$ cat src/qat_pkg.sv
// ----------------------------------------------------------------------------
// qat_pkg
// Types and constants of the quoted argument tokenizer.
// ----------------------------------------------------------------------------
package qat_pkg;

   localparam logic [1:0] KIND_BYTE  = 2'd0;
   localparam logic [1:0] KIND_EOA   = 2'd1;
   localparam logic [1:0] KIND_EOL   = 2'd2;
   localparam logic [1:0] KIND_ERROR = 2'd3;

   localparam logic [7:0] CH_NUL    = 8'h00;
   localparam logic [7:0] CH_SQUOTE = 8'h27;
   localparam logic [7:0] CH_DQUOTE = 8'h22;
   localparam logic [7:0] CH_BSLASH = 8'h5C;
   localparam logic [7:0] CH_SPACE  = 8'h20;
   localparam logic [7:0] CH_TAB    = 8'h09;
   localparam logic [7:0] CH_LF     = 8'h0A;
   localparam logic [7:0] CH_CR     = 8'h0D;
   localparam logic [7:0] CH_FF     = 8'h0C;
   localparam logic [7:0] CH_VT     = 8'h0B;

   typedef struct packed {
      logic in_argument;
      logic in_quotes;
      logic quote_is_double;
      logic escape_pending;
   } state_type;

   typedef struct packed {
      logic [1:0] kind;
      logic [7:0] data_byte;
      logic       last;
   } result_type;

   typedef struct packed {
      logic [1:0] count;
      result_type first;
      result_type second;
   } pair_type;

endpackage

$ cat src/qat_decode.sv
// ----------------------------------------------------------------------------
// qat_decode
// Next-state and result logic for one byte of the command line.
// ----------------------------------------------------------------------------
module qat_decode
   import qat_pkg::*;
(
   input  state_type  state,
   input  logic [7:0] ch,
   output state_type  state_next,
   output pair_type   results
);

   state_type  st;
   pair_type   res;
   logic       blank;
   logic [7:0] quote_ch;
   result_type byte_res;
   result_type eoa_last;
   result_type eoa_more;
   result_type eol_res;
   result_type err_res;

   assign blank = (ch == CH_SPACE) || (ch == CH_TAB) || (ch == CH_LF) ||
                  (ch == CH_CR) || (ch == CH_FF) || (ch == CH_VT);
   assign quote_ch = state.quote_is_double ? CH_DQUOTE : CH_SQUOTE;

   assign byte_res = '{kind: KIND_BYTE,  data_byte: ch,    last: 1'b1};
   assign eoa_last = '{kind: KIND_EOA,   data_byte: 8'h00, last: 1'b1};
   assign eoa_more = '{kind: KIND_EOA,   data_byte: 8'h00, last: 1'b0};
   assign eol_res  = '{kind: KIND_EOL,   data_byte: 8'h00, last: 1'b1};
   assign err_res  = '{kind: KIND_ERROR, data_byte: 8'h00, last: 1'b1};

   always_comb begin
      st  = state;
      res = '{count: 2'd0, first: byte_res, second: eol_res};
      if (ch == CH_NUL) begin
         st = '0;
         if (state.escape_pending || state.in_quotes) begin
            res.count = 2'd1;
            res.first = err_res;
         end else if (state.in_argument) begin
            res.count = 2'd2;
            res.first = eoa_more;
         end else begin
            res.count = 2'd1;
            res.first = eol_res;
         end
      end else if (state.escape_pending) begin
         st.escape_pending = 1'b0;
         st.in_argument    = 1'b1;
         res.count         = 2'd1;
      end else if (state.in_quotes) begin
         if (ch == quote_ch) begin
            st.in_quotes       = 1'b0;
            st.quote_is_double = 1'b0;
         end else if (ch == CH_BSLASH) begin
            st.escape_pending = 1'b1;
         end else begin
            res.count = 2'd1;
         end
      end else if (blank) begin
         if (state.in_argument) begin
            st.in_argument = 1'b0;
            res.count      = 2'd1;
            res.first      = eoa_last;
         end
      end else if ((ch == CH_SQUOTE) || (ch == CH_DQUOTE)) begin
         st.in_quotes       = 1'b1;
         st.quote_is_double = (ch == CH_DQUOTE);
         st.in_argument     = 1'b1;
      end else if (ch == CH_BSLASH) begin
         st.escape_pending = 1'b1;
         st.in_argument    = 1'b1;
      end else begin
         st.in_argument = 1'b1;
         res.count      = 2'd1;
      end
   end

   assign state_next = st;
   assign results    = res;

endmodule

$ cat src/qat_result_buf.sv
// ----------------------------------------------------------------------------
// qat_result_buf
// Two-slot result register that presents one result item at a time.
// ----------------------------------------------------------------------------
module qat_result_buf
   import qat_pkg::*;
(
   input  logic       clock,
   input  logic       reset,
   input  logic       push,
   input  pair_type   pair,
   output logic       ready,
   output logic       rsp_valid,
   input  logic       rsp_stall,
   output logic [1:0] rsp_kind,
   output logic [7:0] rsp_data_byte,
   output logic       rsp_last
);

   logic [1:0] count_ff, count_in;
   result_type slot0_ff, slot0_in;
   result_type slot1_ff, slot1_in;
   logic       take;

   assign take  = (count_ff != 2'd0) && !rsp_stall;
   assign ready = (count_ff == 2'd0) || ((count_ff == 2'd1) && take);

   always_comb begin
      count_in = count_ff;
      slot0_in = slot0_ff;
      slot1_in = slot1_ff;
      if (take) begin
         count_in = count_ff - 2'd1;
         slot0_in = slot1_ff;
      end
      if (push) begin
         count_in = pair.count;
         slot0_in = pair.first;
         slot1_in = pair.second;
      end
   end

   always_ff @(posedge clock) begin
      if (reset) begin
         count_ff <= 2'd0;
      end else begin
         count_ff <= count_in;
      end
      slot0_ff <= slot0_in;
      slot1_ff <= slot1_in;
   end

   assign rsp_valid     = (count_ff != 2'd0);
   assign rsp_kind      = slot0_ff.kind;
   assign rsp_data_byte = slot0_ff.data_byte;
   assign rsp_last      = slot0_ff.last;

endmodule

$ cat src/quoted_argument_tokenizer.sv
// ----------------------------------------------------------------------------
// quoted_argument_tokenizer
// Splits a zero-terminated command line, one byte per item, into arguments.
// ----------------------------------------------------------------------------
// The block takes one byte per cycle while req_stall is low. Each byte passes
// through an input register and the tokenizer state logic into a two-slot
// result register. A byte gives zero, one or two result items; the zero byte
// that closes an open argument gives two, and while these wait at the result
// port, one further byte is held in the input register.
module quoted_argument_tokenizer
   import qat_pkg::*;
(
   input  logic       clock,
   input  logic       reset,
   input  logic       req_valid,
   output logic       req_stall,
   input  logic [7:0] req_ch,
   output logic       rsp_valid,
   input  logic       rsp_stall,
   output logic [1:0] rsp_kind,
   output logic [7:0] rsp_data_byte,
   output logic       rsp_last
);

   logic       valid_ff, valid_in;
   logic [7:0] ch_ff, ch_in;
   state_type  state_ff, state_in;
   state_type  state_next;
   pair_type   pair;
   logic       buf_ready;
   logic       advance;

   assign advance   = valid_ff && buf_ready;
   assign req_stall = valid_ff && !buf_ready;

   always_comb begin
      valid_in = valid_ff;
      ch_in    = ch_ff;
      state_in = state_ff;
      if (advance) begin
         state_in = state_next;
      end
      if (!req_stall) begin
         valid_in = req_valid;
         ch_in    = req_ch;
      end
   end

   always_ff @(posedge clock) begin
      if (reset) begin
         valid_ff <= 1'b0;
         state_ff <= '0;
      end else begin
         valid_ff <= valid_in;
         state_ff <= state_in;
      end
      ch_ff <= ch_in;
   end

   qat_decode u_decode (
      .state      (state_ff),
      .ch         (ch_ff),
      .state_next (state_next),
      .results    (pair)
   );

   qat_result_buf u_result_buf (
      .clock         (clock),
      .reset         (reset),
      .push          (advance),
      .pair          (pair),
      .ready         (buf_ready),
      .rsp_valid     (rsp_valid),
      .rsp_stall     (rsp_stall),
      .rsp_kind      (rsp_kind),
      .rsp_data_byte (rsp_data_byte),
      .rsp_last      (rsp_last)
   );

endmodule

$ cat config.mk
export PLATFORM = sky130hd
export DESIGN_NAME = quoted_argument_tokenizer
export DESIGN_NICKNAME = d
export VERILOG_FILES = /design/src/qat_pkg.sv /design/src/qat_decode.sv /design/src/qat_result_buf.sv /design/src/quoted_argument_tokenizer.sv
export SDC_FILE = /design/constraint.sdc
export NUM_CORES = 1
export LEC_CHECK = 0
export ABC_AREA = 1
export BUFFER_PORTS_ARGS = -buffer_cell sky130_fd_sc_hd__buf_2
export CELL_PAD_IN_SITES_DETAIL_PLACEMENT = 1
export CELL_PAD_IN_SITES_GLOBAL_PLACEMENT = 2
export CORE_UTILIZATION = 35
export CTS_BUF_LIST = sky130_fd_sc_hd__clkbuf_16
export CTS_CLUSTER_DIAMETER = 30
export DETAILED_ROUTE_END_ITERATION = 8
export PLACE_DENSITY = 0.89
export SKIP_LAST_GASP = 1
export SLEW_MARGIN = 20
export SYNTH_ARGS = -nofsm -noshare
export SYNTH_HDL_FRONTEND = slang
export SYNTH_SLANG_ARGS = --single-unit
$ cat constraint.sdc
create_clock -name clock -period 3.91 [get_ports clock]
set_input_delay 0.782 -clock clock [delete_from_list [all_inputs] [get_ports clock]]
set_output_delay 0.782 -clock clock [all_outputs]
set_load 0.01 [all_outputs]
==> results.txt, run 1 <==
Hold Buf Count CTS - 0
CTS max path bufs - 2
ys async rst share - 0%
Pins Over Slew Limit - 0
share of layout cells above drive strength 1 - 25.3%
CTS Sinks - 26
worst slew pin tran - 0.604 ns
R2R Path End - u_result_buf.count_ff[0]
die area - 0.00389 sq mm
DR WL/cell - 12.5 microns
Max Cap Violations - 0
DP Cell Count - 208
vias per std cell - 4.66
I/O Pins - 25
vias in the first global route - 1033
Synth cell types - 25
commonest non-fill, non-tap cell in the layout - nand2_1
first-pass GRT wire length - 4.62 mm
chip height - 62.4 microns
Clock Skew - 0.00325 ns
multi-input gate area in the final layout - 464 sq um
largest net degree at the start of global routing - 16
fin cells - 212
flop-to-flop setup slack - 2.26 ns
crit path max-delay cell type - dfxtp_1
CP max FO - 4
initial antenna violation count - 0
Slew headroom - 59.7%
most frequent cells in the layout - nand2_1, buf_2, inv_1, edfxtp_1, nor2_1
r2r worst-path depth - 8
RePlAce Congestion - 0.795
Routed Wire Length - 2.64 mm
Post-synth EDFFs - 19
routed via count - 988
final setup vio count - 0
hold path endpoint - state_ff[3]
Rows - 21
Die Wd - 62.4 microns
crit path DAT - 1.54 ns
ant diodes - 0
worst r2r src - u_result_buf.count_ff[0]
Setup Slack @ Placement - 1.59 ns
most used cell, CP - inv_1
DP HPWL - 2.06 mm
Mapped Area - 0.00127 sq mm
crit start category - flop
WP data required - 3.13 ns
Detail Route Antenna Nets - 0
post-synthesis register bit count - 26
Root Buffer Master - clkbuf_16
Mapped Nets - 152
Synth Instances - 138
CP cell instances - inv_1 > ha_1 > a21oi_2 > inv_1 > nor2_1 > buf_2
Clk pin slew, worst setup/hold paths - 0.07 ns
CTS Buf Count - 3
CP endpoint kind - output pin
period utilization - 59.4%
DRT iter0 DRCs - 27
post-place instance area - 0.00145 sq mm
Post-CTS Setup Inserts - 0
Hold Path Depth - 2
Syn. warnings - 0
clock latency on the worst-skew pair - 0.26 ns
post-route worst setup slack - 1.59 ns
worst hold path class - flop to flop
router iterations before antenna repair - 4
post-route cell area - 0.00156 sq mm
slowest stage delay, CP - 0.39 ns
Leak Pwr - 0.000718 uW
unrepaired setup endpoints after global routing - no
GRT Util Overall - 15.2%
Overflow after GRT - 0
Fill cells - 407
Final Hold Fails - 0
Top FF cell, synth - edfxtp_1
Peak Freq - 0.431 GHz
Area growth, synth to finish - 22.5%
Initial Util - 37.3%
Worst Hold Launch - state_ff[3]
H-tree depth - 1
post-synthesis sequential area ratio - 55.7%
minimum clock period - 2.32 ns
Post-CTS Resized - 0
outcome - completed
register area - 711 sq um
Setup TNS - 0 ns
final net count - 181
number of I/O port buffers - 24
Residual DRC - 0
critical path type - flop to output pin
Max VDD drop - 168 uV
PD cells - 577 mW/mm^2
Avg Cell Area, Syn - 9.24 sq um
TritonCTS clock tree - yes
Core Box Area - 0.00342 sq mm
-- power breakdown --
| group | leakage (uW) | internal, uW | switching (uW) |
|---|---|---|---|
| clock network | 0.0000511 | 204 | 92.1 |
| logic | 0.000422 | 75.1 | 145 |
| registers | 0.000245 | 361 | 23.6 |
| total | 0.000718 | 640 | 261 |
-- Yosys cell counts, types with 2 or more instances --
cell	instances	area, sq um
nor2_4	2	22.5
o21ai_1	3	15.0
inv_1	23	86.3
nor2_1	16	60.1
dfxtp_1	7	140
nand3_1	10	50.1
edfxtp_1	19	571
nand2_1	25	93.8
inv_2	3	11.3
a21oi_1	5	25.0
nand2_4	2	22.5
nor3_1	4	20.0
o211ai_1	2	15.0
ha_1	2	25.0
o21ai_0	5	25.0
-- metrics by stage --
stage | power, uW | utilization [%] | hold slack [ns]
finish | 901 | 45.7 | 0.478
global route | 948 | 45.7 | 0.507
CTS | 907 | 45.6 | 0.485
detailed placement | 610 | 42.5 | 0.474
global placement | 600 | 42.5 | 0.468
floorplan | 538 | - | 0.443
-- sequential cells by signal (all words and copies together) (netlist names) --
signal,count
u_result_buf.count_ff,2
u_result_buf.rsp_kind,2
valid_ff,1
ch_ff,8
u_result_buf.rsp_data_byte,8
state_ff,4
u_result_buf.rsp_last,1
-- layer usage --
| metal | up-vias | track usage (%) | part of all wire (%) |
|---|---|---|---|
| met5 | - | 0 | 0 |
| met4 | 0 | 5.23 | 1.2 |
| met3 | 4 | 2.57 | 2.2 |
| met2 | 15 | 26.5 | 49 |
| met1 | 458 | 18.9 | 47 |
| li1 | 511 | - | - |
-- worst max path at each step --
stage	to	startpoint	slack, ns
floorplan	req_stall	rsp_stall	1.85
global placement	req_stall	rsp_stall	1.65
detailed placement	u_result_buf.count_ff[1]	rsp_stall	1.59
CTS	req_stall	u_result_buf.count_ff[0]	1.59
global route	req_stall	u_result_buf.count_ff[0]	1.46
finish	req_stall	u_result_buf.count_ff[0]	1.59
-- logic make-up (layout without fill, tap and decap cells) --
kind of cell | Yosys count | in the layout | share of synthesized area [%]
and+or+nand+nor | 62 | 62 | 23.4
buffers and inverters | 27 | 55 | 8.15
DFF | 26 | 26 | 55.7
AOI/OAI and AO/OA | 21 | 21 | 10.8
adders and majority gates | 2 | 2 | 1.96
-- final cells by class --
type                       instances  area share (%)
sequential                        26            45.5
multi-input combinational         85            29.7
timing repair buffer              24            7.69
inverter                          27            6.65
clock buffer                       3            4.81
tap                               46            3.69
clock inverter                     1            1.92
-- worst max-delay path, delay by kind of cell (launching register included) --
family	cells	cell delay (ns)
compound gates	1	0.19
flops	1	0.39
buf+inv	3	0.30
fa+ha+maj	1	0.24
simple gates	1	0.16
Note: power is estimated with default switching activity, not from simulation.
==> inputs of run 2 (changes only) <==
--- a/config.mk
+++ b/config.mk
@@ -9,11 +9,11 @@
 export BUFFER_PORTS_ARGS = -buffer_cell sky130_fd_sc_hd__buf_2
 export CELL_PAD_IN_SITES_DETAIL_PLACEMENT = 1
 export CELL_PAD_IN_SITES_GLOBAL_PLACEMENT = 2
-export CORE_UTILIZATION = 35
+export CORE_UTILIZATION = 32
 export CTS_BUF_LIST = sky130_fd_sc_hd__clkbuf_16
 export CTS_CLUSTER_DIAMETER = 30
 export DETAILED_ROUTE_END_ITERATION = 8
-export PLACE_DENSITY = 0.89
+export PLACE_DENSITY = 0.82
 export SKIP_LAST_GASP = 1
 export SLEW_MARGIN = 20
 export SYNTH_ARGS = -nofsm -noshare
==> constraint.sdc (replaced) <==
create_clock -name clock -period 2.3 [get_ports clock]
set_input_delay 0.46 -clock clock [delete_from_list [all_inputs] [get_ports clock]]
set_output_delay 0.46 -clock clock [all_outputs]
set_load 0.01 [all_outputs]
==> results.txt, run 2 (synthesized netlist as in run 1, its figures left out) <==
Detail Route Antenna Nets - 0 (unchanged)
outcome - completed
CP Buf/Inv Count - 3 (unchanged)
chip height - 65.1 microns (+4.4%)
number of I/O port buffers - 24 (unchanged)
Area growth, synth to finish - 20.9%
clock latency on the worst-skew pair - 0.25 ns (about the same)
minimum clock period - 1.98 ns
critical path type - flop to output pin
R2R Path End - u_result_buf.count_ff[1]
Rows - 22 (+4.8%)
WP data required - 1.84 ns (-1.29 ns)
H-tree depth - 1 (unchanged)
Leak Pwr - 0.000713 uW (-0.74%)
Clock Skew - 0.00338 ns (+0.000137 ns)
Peak Freq - 0.506 GHz
r2r worst-path depth - 10 (+2)
Hold Path Depth - 1 (-1)
Die Wd - 65.1 microns (+4.4%)
Max Cap Violations - 0 (unchanged)
Slew headroom - 78.1% (+18 points)
router iterations before antenna repair - 4 (unchanged)
worst r2r src - u_result_buf.count_ff[1]
GRT Util Overall - 14.9% (-0.31 points)
I/O Pins - 25 (unchanged)
Root Buffer Master - clkbuf_16
PD cells - 917 mW/mm^2 (+59%)
flop-to-flop setup slack - 0.68 ns (-1.58 ns)
Hold Buf Count CTS - 0 (unchanged)
die area - 0.00424 sq mm (+9.1%)
DP HPWL - 2.13 mm (+3.4%)
Clk pin slew, worst setup/hold paths - 0.06 ns (about the same)
vias per std cell - 4.65 (-0.20%)
share of layout cells above drive strength 1 - 24.6% (-0.75 points)
unrepaired setup endpoints after global routing - no
initial antenna violation count - 0 (unchanged)
Routed Wire Length - 2.78 mm (+5.3%)
commonest non-fill, non-tap cell in the layout - nand2_1
crit path DAT - 1.52 ns (-0.02 ns)
RePlAce Congestion - 0.838 (+5.3%)
Core Box Area - 0.00374 sq mm (+9.6%)
Pins Over Slew Limit - 0 (unchanged)
Post-CTS Setup Inserts - 0 (unchanged)
ant diodes - 0 (unchanged)
crit start category - flop
vias in the first global route - 997 (-3.5%)
Setup TNS - 0 ns (unchanged)
CP cell instances - inv_1 > ha_1 > a21oi_2 > inv_1 > nor2_1 > buf_2
routed via count - 1000 (+1.2%)
Post-CTS Resized - 0 (unchanged)
first-pass GRT wire length - 4.77 mm (+3.3%)
final setup vio count - 0 (unchanged)
largest net degree at the start of global routing - 15 (-1)
crit path max-delay cell type - dfxtp_1
Core Util, Final - 41.2% (-4.5 points)
most frequent cells in the layout - nand2_1, inv_1, buf_2, edfxtp_1, nor2_1
period utilization - 86.0%
Initial Util - 34.1% (-3.3 points)
slowest stage delay, CP - 0.38 ns (about the same)
CTS Sinks - 26 (unchanged)
Top Family by Delay on Critical Path - flip-flops
final net count - 182 (+0.55%)
DRT iter0 DRCs - 29 (+7.4%)
Max VDD drop - 353 uV (+110%)
Overflow after GRT - 0 (unchanged)
worst slew pin tran - 0.329 ns (-0.276 ns)
most used cell, CP - inv_1
CP endpoint kind - output pin
Worst Setup EP - req_stall
CTS max path bufs - 2 (unchanged)
Final Hold Fails - 0 (unchanged)
cell count along the critical path - 6 (unchanged)
worst setup path startpoint - u_result_buf.count_ff[0]
CP max FO - 4 (unchanged)
worst hold path class - primary input to flop
CTS Buf Count - 3 (unchanged)
Residual DRC - 0 (unchanged)
DR WL/cell - 12.9 microns (+3.8%)
TritonCTS clock tree - yes
==> run 2: cell types whose count changed in the layout (fill, tap and decap cells not counted) <==
cell,delta
inv_1,+1
o21ai_1,+1
buf_4,+1
bufinv_16,-1
o21ai_2,-1
==> run 2: per-stage QoR <==
| step | power, uW | hold WS [ns] | instances | setup WS [ns] | area (sq um) |
|---|---|---|---|---|---|
| after floorplan | 914 | 0.443 | 138 | 0.595 | 1270 |
| after global placement | 1030 | 0.478 | 211 | 0.672 | 1460 |
| after detailed placement | 1050 | 0.486 | 211 | 0.603 | 1460 |
| after CTS | 1430 | 0.375 | 215 | 0.318 | 1540 |
| after global routing | 1510 | 0.367 | 215 | 0.174 | 1540 |
| final | 1410 | 0.376 | 215 | 0.323 | 1540 |
==> run 2: worst min-delay path by stage <==
stage,startpoint,endpoint,slack (ns)
4_1_cts,req_ch[7],ch_ff[7],0.37
6_report,req_ch[1],ch_ff[1],0.38
3_5_place_dp,state_ff[3],state_ff[3],0.49
3_3_place_gp,state_ff[3],state_ff[3],0.48
2_1_floorplan,state_ff[3],state_ff[3],0.44
5_1_grt,req_ch[7],ch_ff[7],0.37
==> run 2: area by class of cell <==
type,instances,area [sq um]
multi-input combinational,85,460
timing repair buffer,25,128
sequential,26,711
fill,471,2200
tap,48,60.1
inverter,27,104
clock inverter,1,3.75
clock buffer,3,75.1
==> run 2: worst register-to-register path, stage by stage (launching register included) <==
cell and delay [ns]:
dfxtp_1 0.30, inv_1 0.11, ha_1 0.23, a21oi_2 0.07, nor2_4 0.22, inv_4 0.08, o21ai_1 0.08, buf_4 0.22
nor2_1 0.07, a21oi_1 0.11, nor2_1 0.05
==> run 2: report_power, final <==
part	total, uW	switching (uW)	leakage (uW)	internal, uW
registers	653	40.2	0.000245	613
logic	382	248	0.000426	134
clock network	379	146	0.0000423	232
total	1410	435	0.000713	979
==> run 2: per-layer routing <==
layer / up-vias / GRT usage (%) / routed length [microns]
met5: - / 0 / 0
met4: 0 / 4.89 / 19
met3: 2 / 2.08 / 72
met2: 19 / 26.7 / 1400
met1: 472 / 18.3 / 1290
li1: 507 / - / -
==> inputs of run 3 (changes only) <==
--- a/config.mk
+++ b/config.mk
@@ -14,6 +14,7 @@
 export CTS_CLUSTER_DIAMETER = 30
 export DETAILED_ROUTE_END_ITERATION = 8
 export PLACE_DENSITY = 0.82
+export RECOVER_POWER = 25
 export SKIP_LAST_GASP = 1
 export SLEW_MARGIN = 20
 export SYNTH_ARGS = -nofsm -noshare
==> results.txt, run 3 (synthesized netlist as in run 1, its figures left out) <==
Hold Buf Count CTS - 0 (unchanged)
routed via count - 1001 (+0.10%)
Clk pwr share - 26.9% (about the same)
DP HPWL - 2.13 mm (unchanged)
fin cells - 215 (unchanged)
crit path DAT - 1.52 ns (about the same)
crit path max-delay cell type - dfxtp_1
PD cells - 919 mW/mm^2 (+0.14%)
RePlAce Congestion - 0.838 (unchanged)
WP data required - 1.84 ns (about the same)
Clock Skew - 0.00338 ns (unchanged)
final net count - 182 (unchanged)
Post-CTS Resized - 0 (unchanged)
CP cell instances - inv_1 > ha_1 > a21oi_2 > inv_1 > nor2_1 > buf_2
period utilization - 86.0% (unchanged)
Combinational Power Share - 26.7% (-0.3 points)
CTS Sinks - 26 (unchanged)
clock latency on the worst-skew pair - 0.25 ns (about the same)
commonest non-fill, non-tap cell in the layout - nand2_1
TritonCTS clock tree - yes
router iterations before antenna repair - 4 (unchanged)
worst r2r src - u_result_buf.count_ff[1]
most frequent cells in the layout - nand2_1, inv_1, edfxtp_1, buf_2, nor2_1
worst hold path class - primary input to flop
Rows - 22 (unchanged)
Initial Util - 34.1% (unchanged)
Area growth, synth to finish - 20.3%
DR WL/cell - 13.0 microns (+0.22%)
die area - 0.00424 sq mm (unchanged)
Setup TNS - 0 ns (unchanged)
worst setup path startpoint - u_result_buf.count_ff[0]
Overflow after GRT - 0 (unchanged)
DP Cell Count - 211 (unchanged)
Max Cap Violations - 0 (unchanged)
H-tree depth - 1 (unchanged)
Top Family by Delay on Critical Path - flip-flops
Setup Slack @ Placement - 0.603 ns (unchanged)
Worst Hold Launch - req_ch[1]
Residual DRC - 0 (unchanged)
Leak Pwr - 0.000697 uW (-2.2%)
Peak Freq - 0.506 GHz (unchanged)
first-pass GRT wire length - 4.77 mm (unchanged)
Clk pin slew, worst setup/hold paths - 0.06 ns (about the same)
vias per std cell - 4.66 (about the same)
largest net degree at the start of global routing - 15 (unchanged)
critical path type - flop to output pin
CP max FO - 4 (unchanged)
share of layout cells above drive strength 1 - 21.0% (-3.6 points)
Root Buffer Master - clkbuf_16
net switching power - 436 uW (+0.19%)
Pins Over Slew Limit - 0 (unchanged)
unrepaired setup endpoints after global routing - no
slowest stage delay, CP - 0.38 ns (about the same)
initial antenna violation count - 0 (unchanged)
vias in the first global route - 997 (unchanged)
Routed Wire Length - 2.79 mm (+0.22%)
minimum clock period - 1.98 ns (unchanged)
number of I/O port buffers - 24 (unchanged)
chip height - 65.1 microns (unchanged)
Die Wd - 65.1 microns (unchanged)
crit start category - flop
Core Box Area - 0.00374 sq mm (unchanged)
final setup vio count - 0 (unchanged)
ant diodes - 0 (unchanged)
most used cell, CP - inv_1
GRT Util Overall - 14.9% (unchanged)
Slew headroom - 78.1% (unchanged)
Int Power - 974 uW (-0.58%)
CP Buf/Inv Count - 3 (unchanged)
Post-CTS Setup Inserts - 0 (unchanged)
CTS max path bufs - 2 (unchanged)
I/O Pins - 25 (unchanged)
CP endpoint kind - output pin
outcome - completed
worst slew pin tran - 0.329 ns (unchanged)
Pwr Total - 1410 uW (-0.35%)
Max VDD drop - 353 uV (about the same)
post-route worst setup slack - 0.323 ns (unchanged)
CTS Buf Count - 3 (unchanged)
Reg power frac - 46.4% (+0.2 points)
DRT iter0 DRCs - 29 (unchanged)
Final Hold Fails - 0 (unchanged)
Detail Route Antenna Nets - 0 (unchanged)
switch share - 30.9% (+0.17 points)
-- run 3: cell types whose count changed in the layout (fill, tap and decap cells not counted), sizes merged --
| cell | before | now |
|---|---|---|
| buf | 25 | 19 |
| clkbuf | 3 | 9 |
-- run 3: area by class of cell --
| type | count | area, sq um |
|---|---|---|
| Clock buffer | 3 | 75.1 |
| Clock inverter | 1 | 3.75 |
| Fill cell | 464 | 2210 |
| Inverter | 27 | 104 |
| Multi-Input combinational cell | 85 | 460 |
| Sequential cell | 26 | 711 |
| Tap cell | 48 | 60.1 |
| Timing Repair Buffer | 25 | 120 |
-- run 3: worst reg2reg max path, cell delays in order, from the launching register on --
cell     delay [ns]
dfxtp_1        0.30
inv_1          0.11
ha_1           0.23
a21oi_2        0.07
nor2_4         0.22
inv_4          0.08
o21ai_1        0.08
buf_4          0.22
nor2_1         0.07
a21oi_1        0.11
nor2_1         0.05
-- run 3: final timing paths --
path | to | slack (ns) | cells after the start
max | req_stall | 0.32 | 6
min | ch_ff[1] | 0.38 | 1
max reg2reg | u_result_buf.count_ff[1] | 0.68 | 10
min reg2reg | state_ff[3] | 0.52 | 2
-- run 3: routing by layer --
| metal | part of all wire [%] | GRT usage (%) | up-vias |
|---|---|---|---|
| li1 | - | - | 508 |
| met1 | 46 | 18.3 | 472 |
| met2 | 50 | 26.7 | 19 |
| met3 | 2.8 | 2.08 | 2 |
| met4 | 0.68 | 4.89 | 0 |
| met5 | 0 | 0 | - |
-- run 3: per-stage QoR --
| step | util (%) | hold WS, ns | cell area [sq um] |
|---|---|---|---|
| after floorplan | - | 0.443 | 1270 |
| after global placement | 39.1 | 0.478 | 1460 |
| after detailed placement | 39.1 | 0.486 | 1460 |
| after CTS | 41.2 | 0.375 | 1540 |
| after global routing | 41.0 | 0.367 | 1530 |
| final | 41.0 | 0.376 | 1530 |
-- run 3: power groups by stage --
| stage | Sequential (uW) | Combinational [uW] | Clock [uW] |
|---|---|---|---|
| 4_1_cts | 655 | 387 | 388 |
| 3_5_place_dp | 663 | 383 | 0 |
| 2_1_floorplan | 682 | 232 | 0 |
| 3_3_place_gp | 657 | 374 | 0 |
| 6_report | 654 | 377 | 379 |
| 5_1_grt | 664 | 426 | 410 |
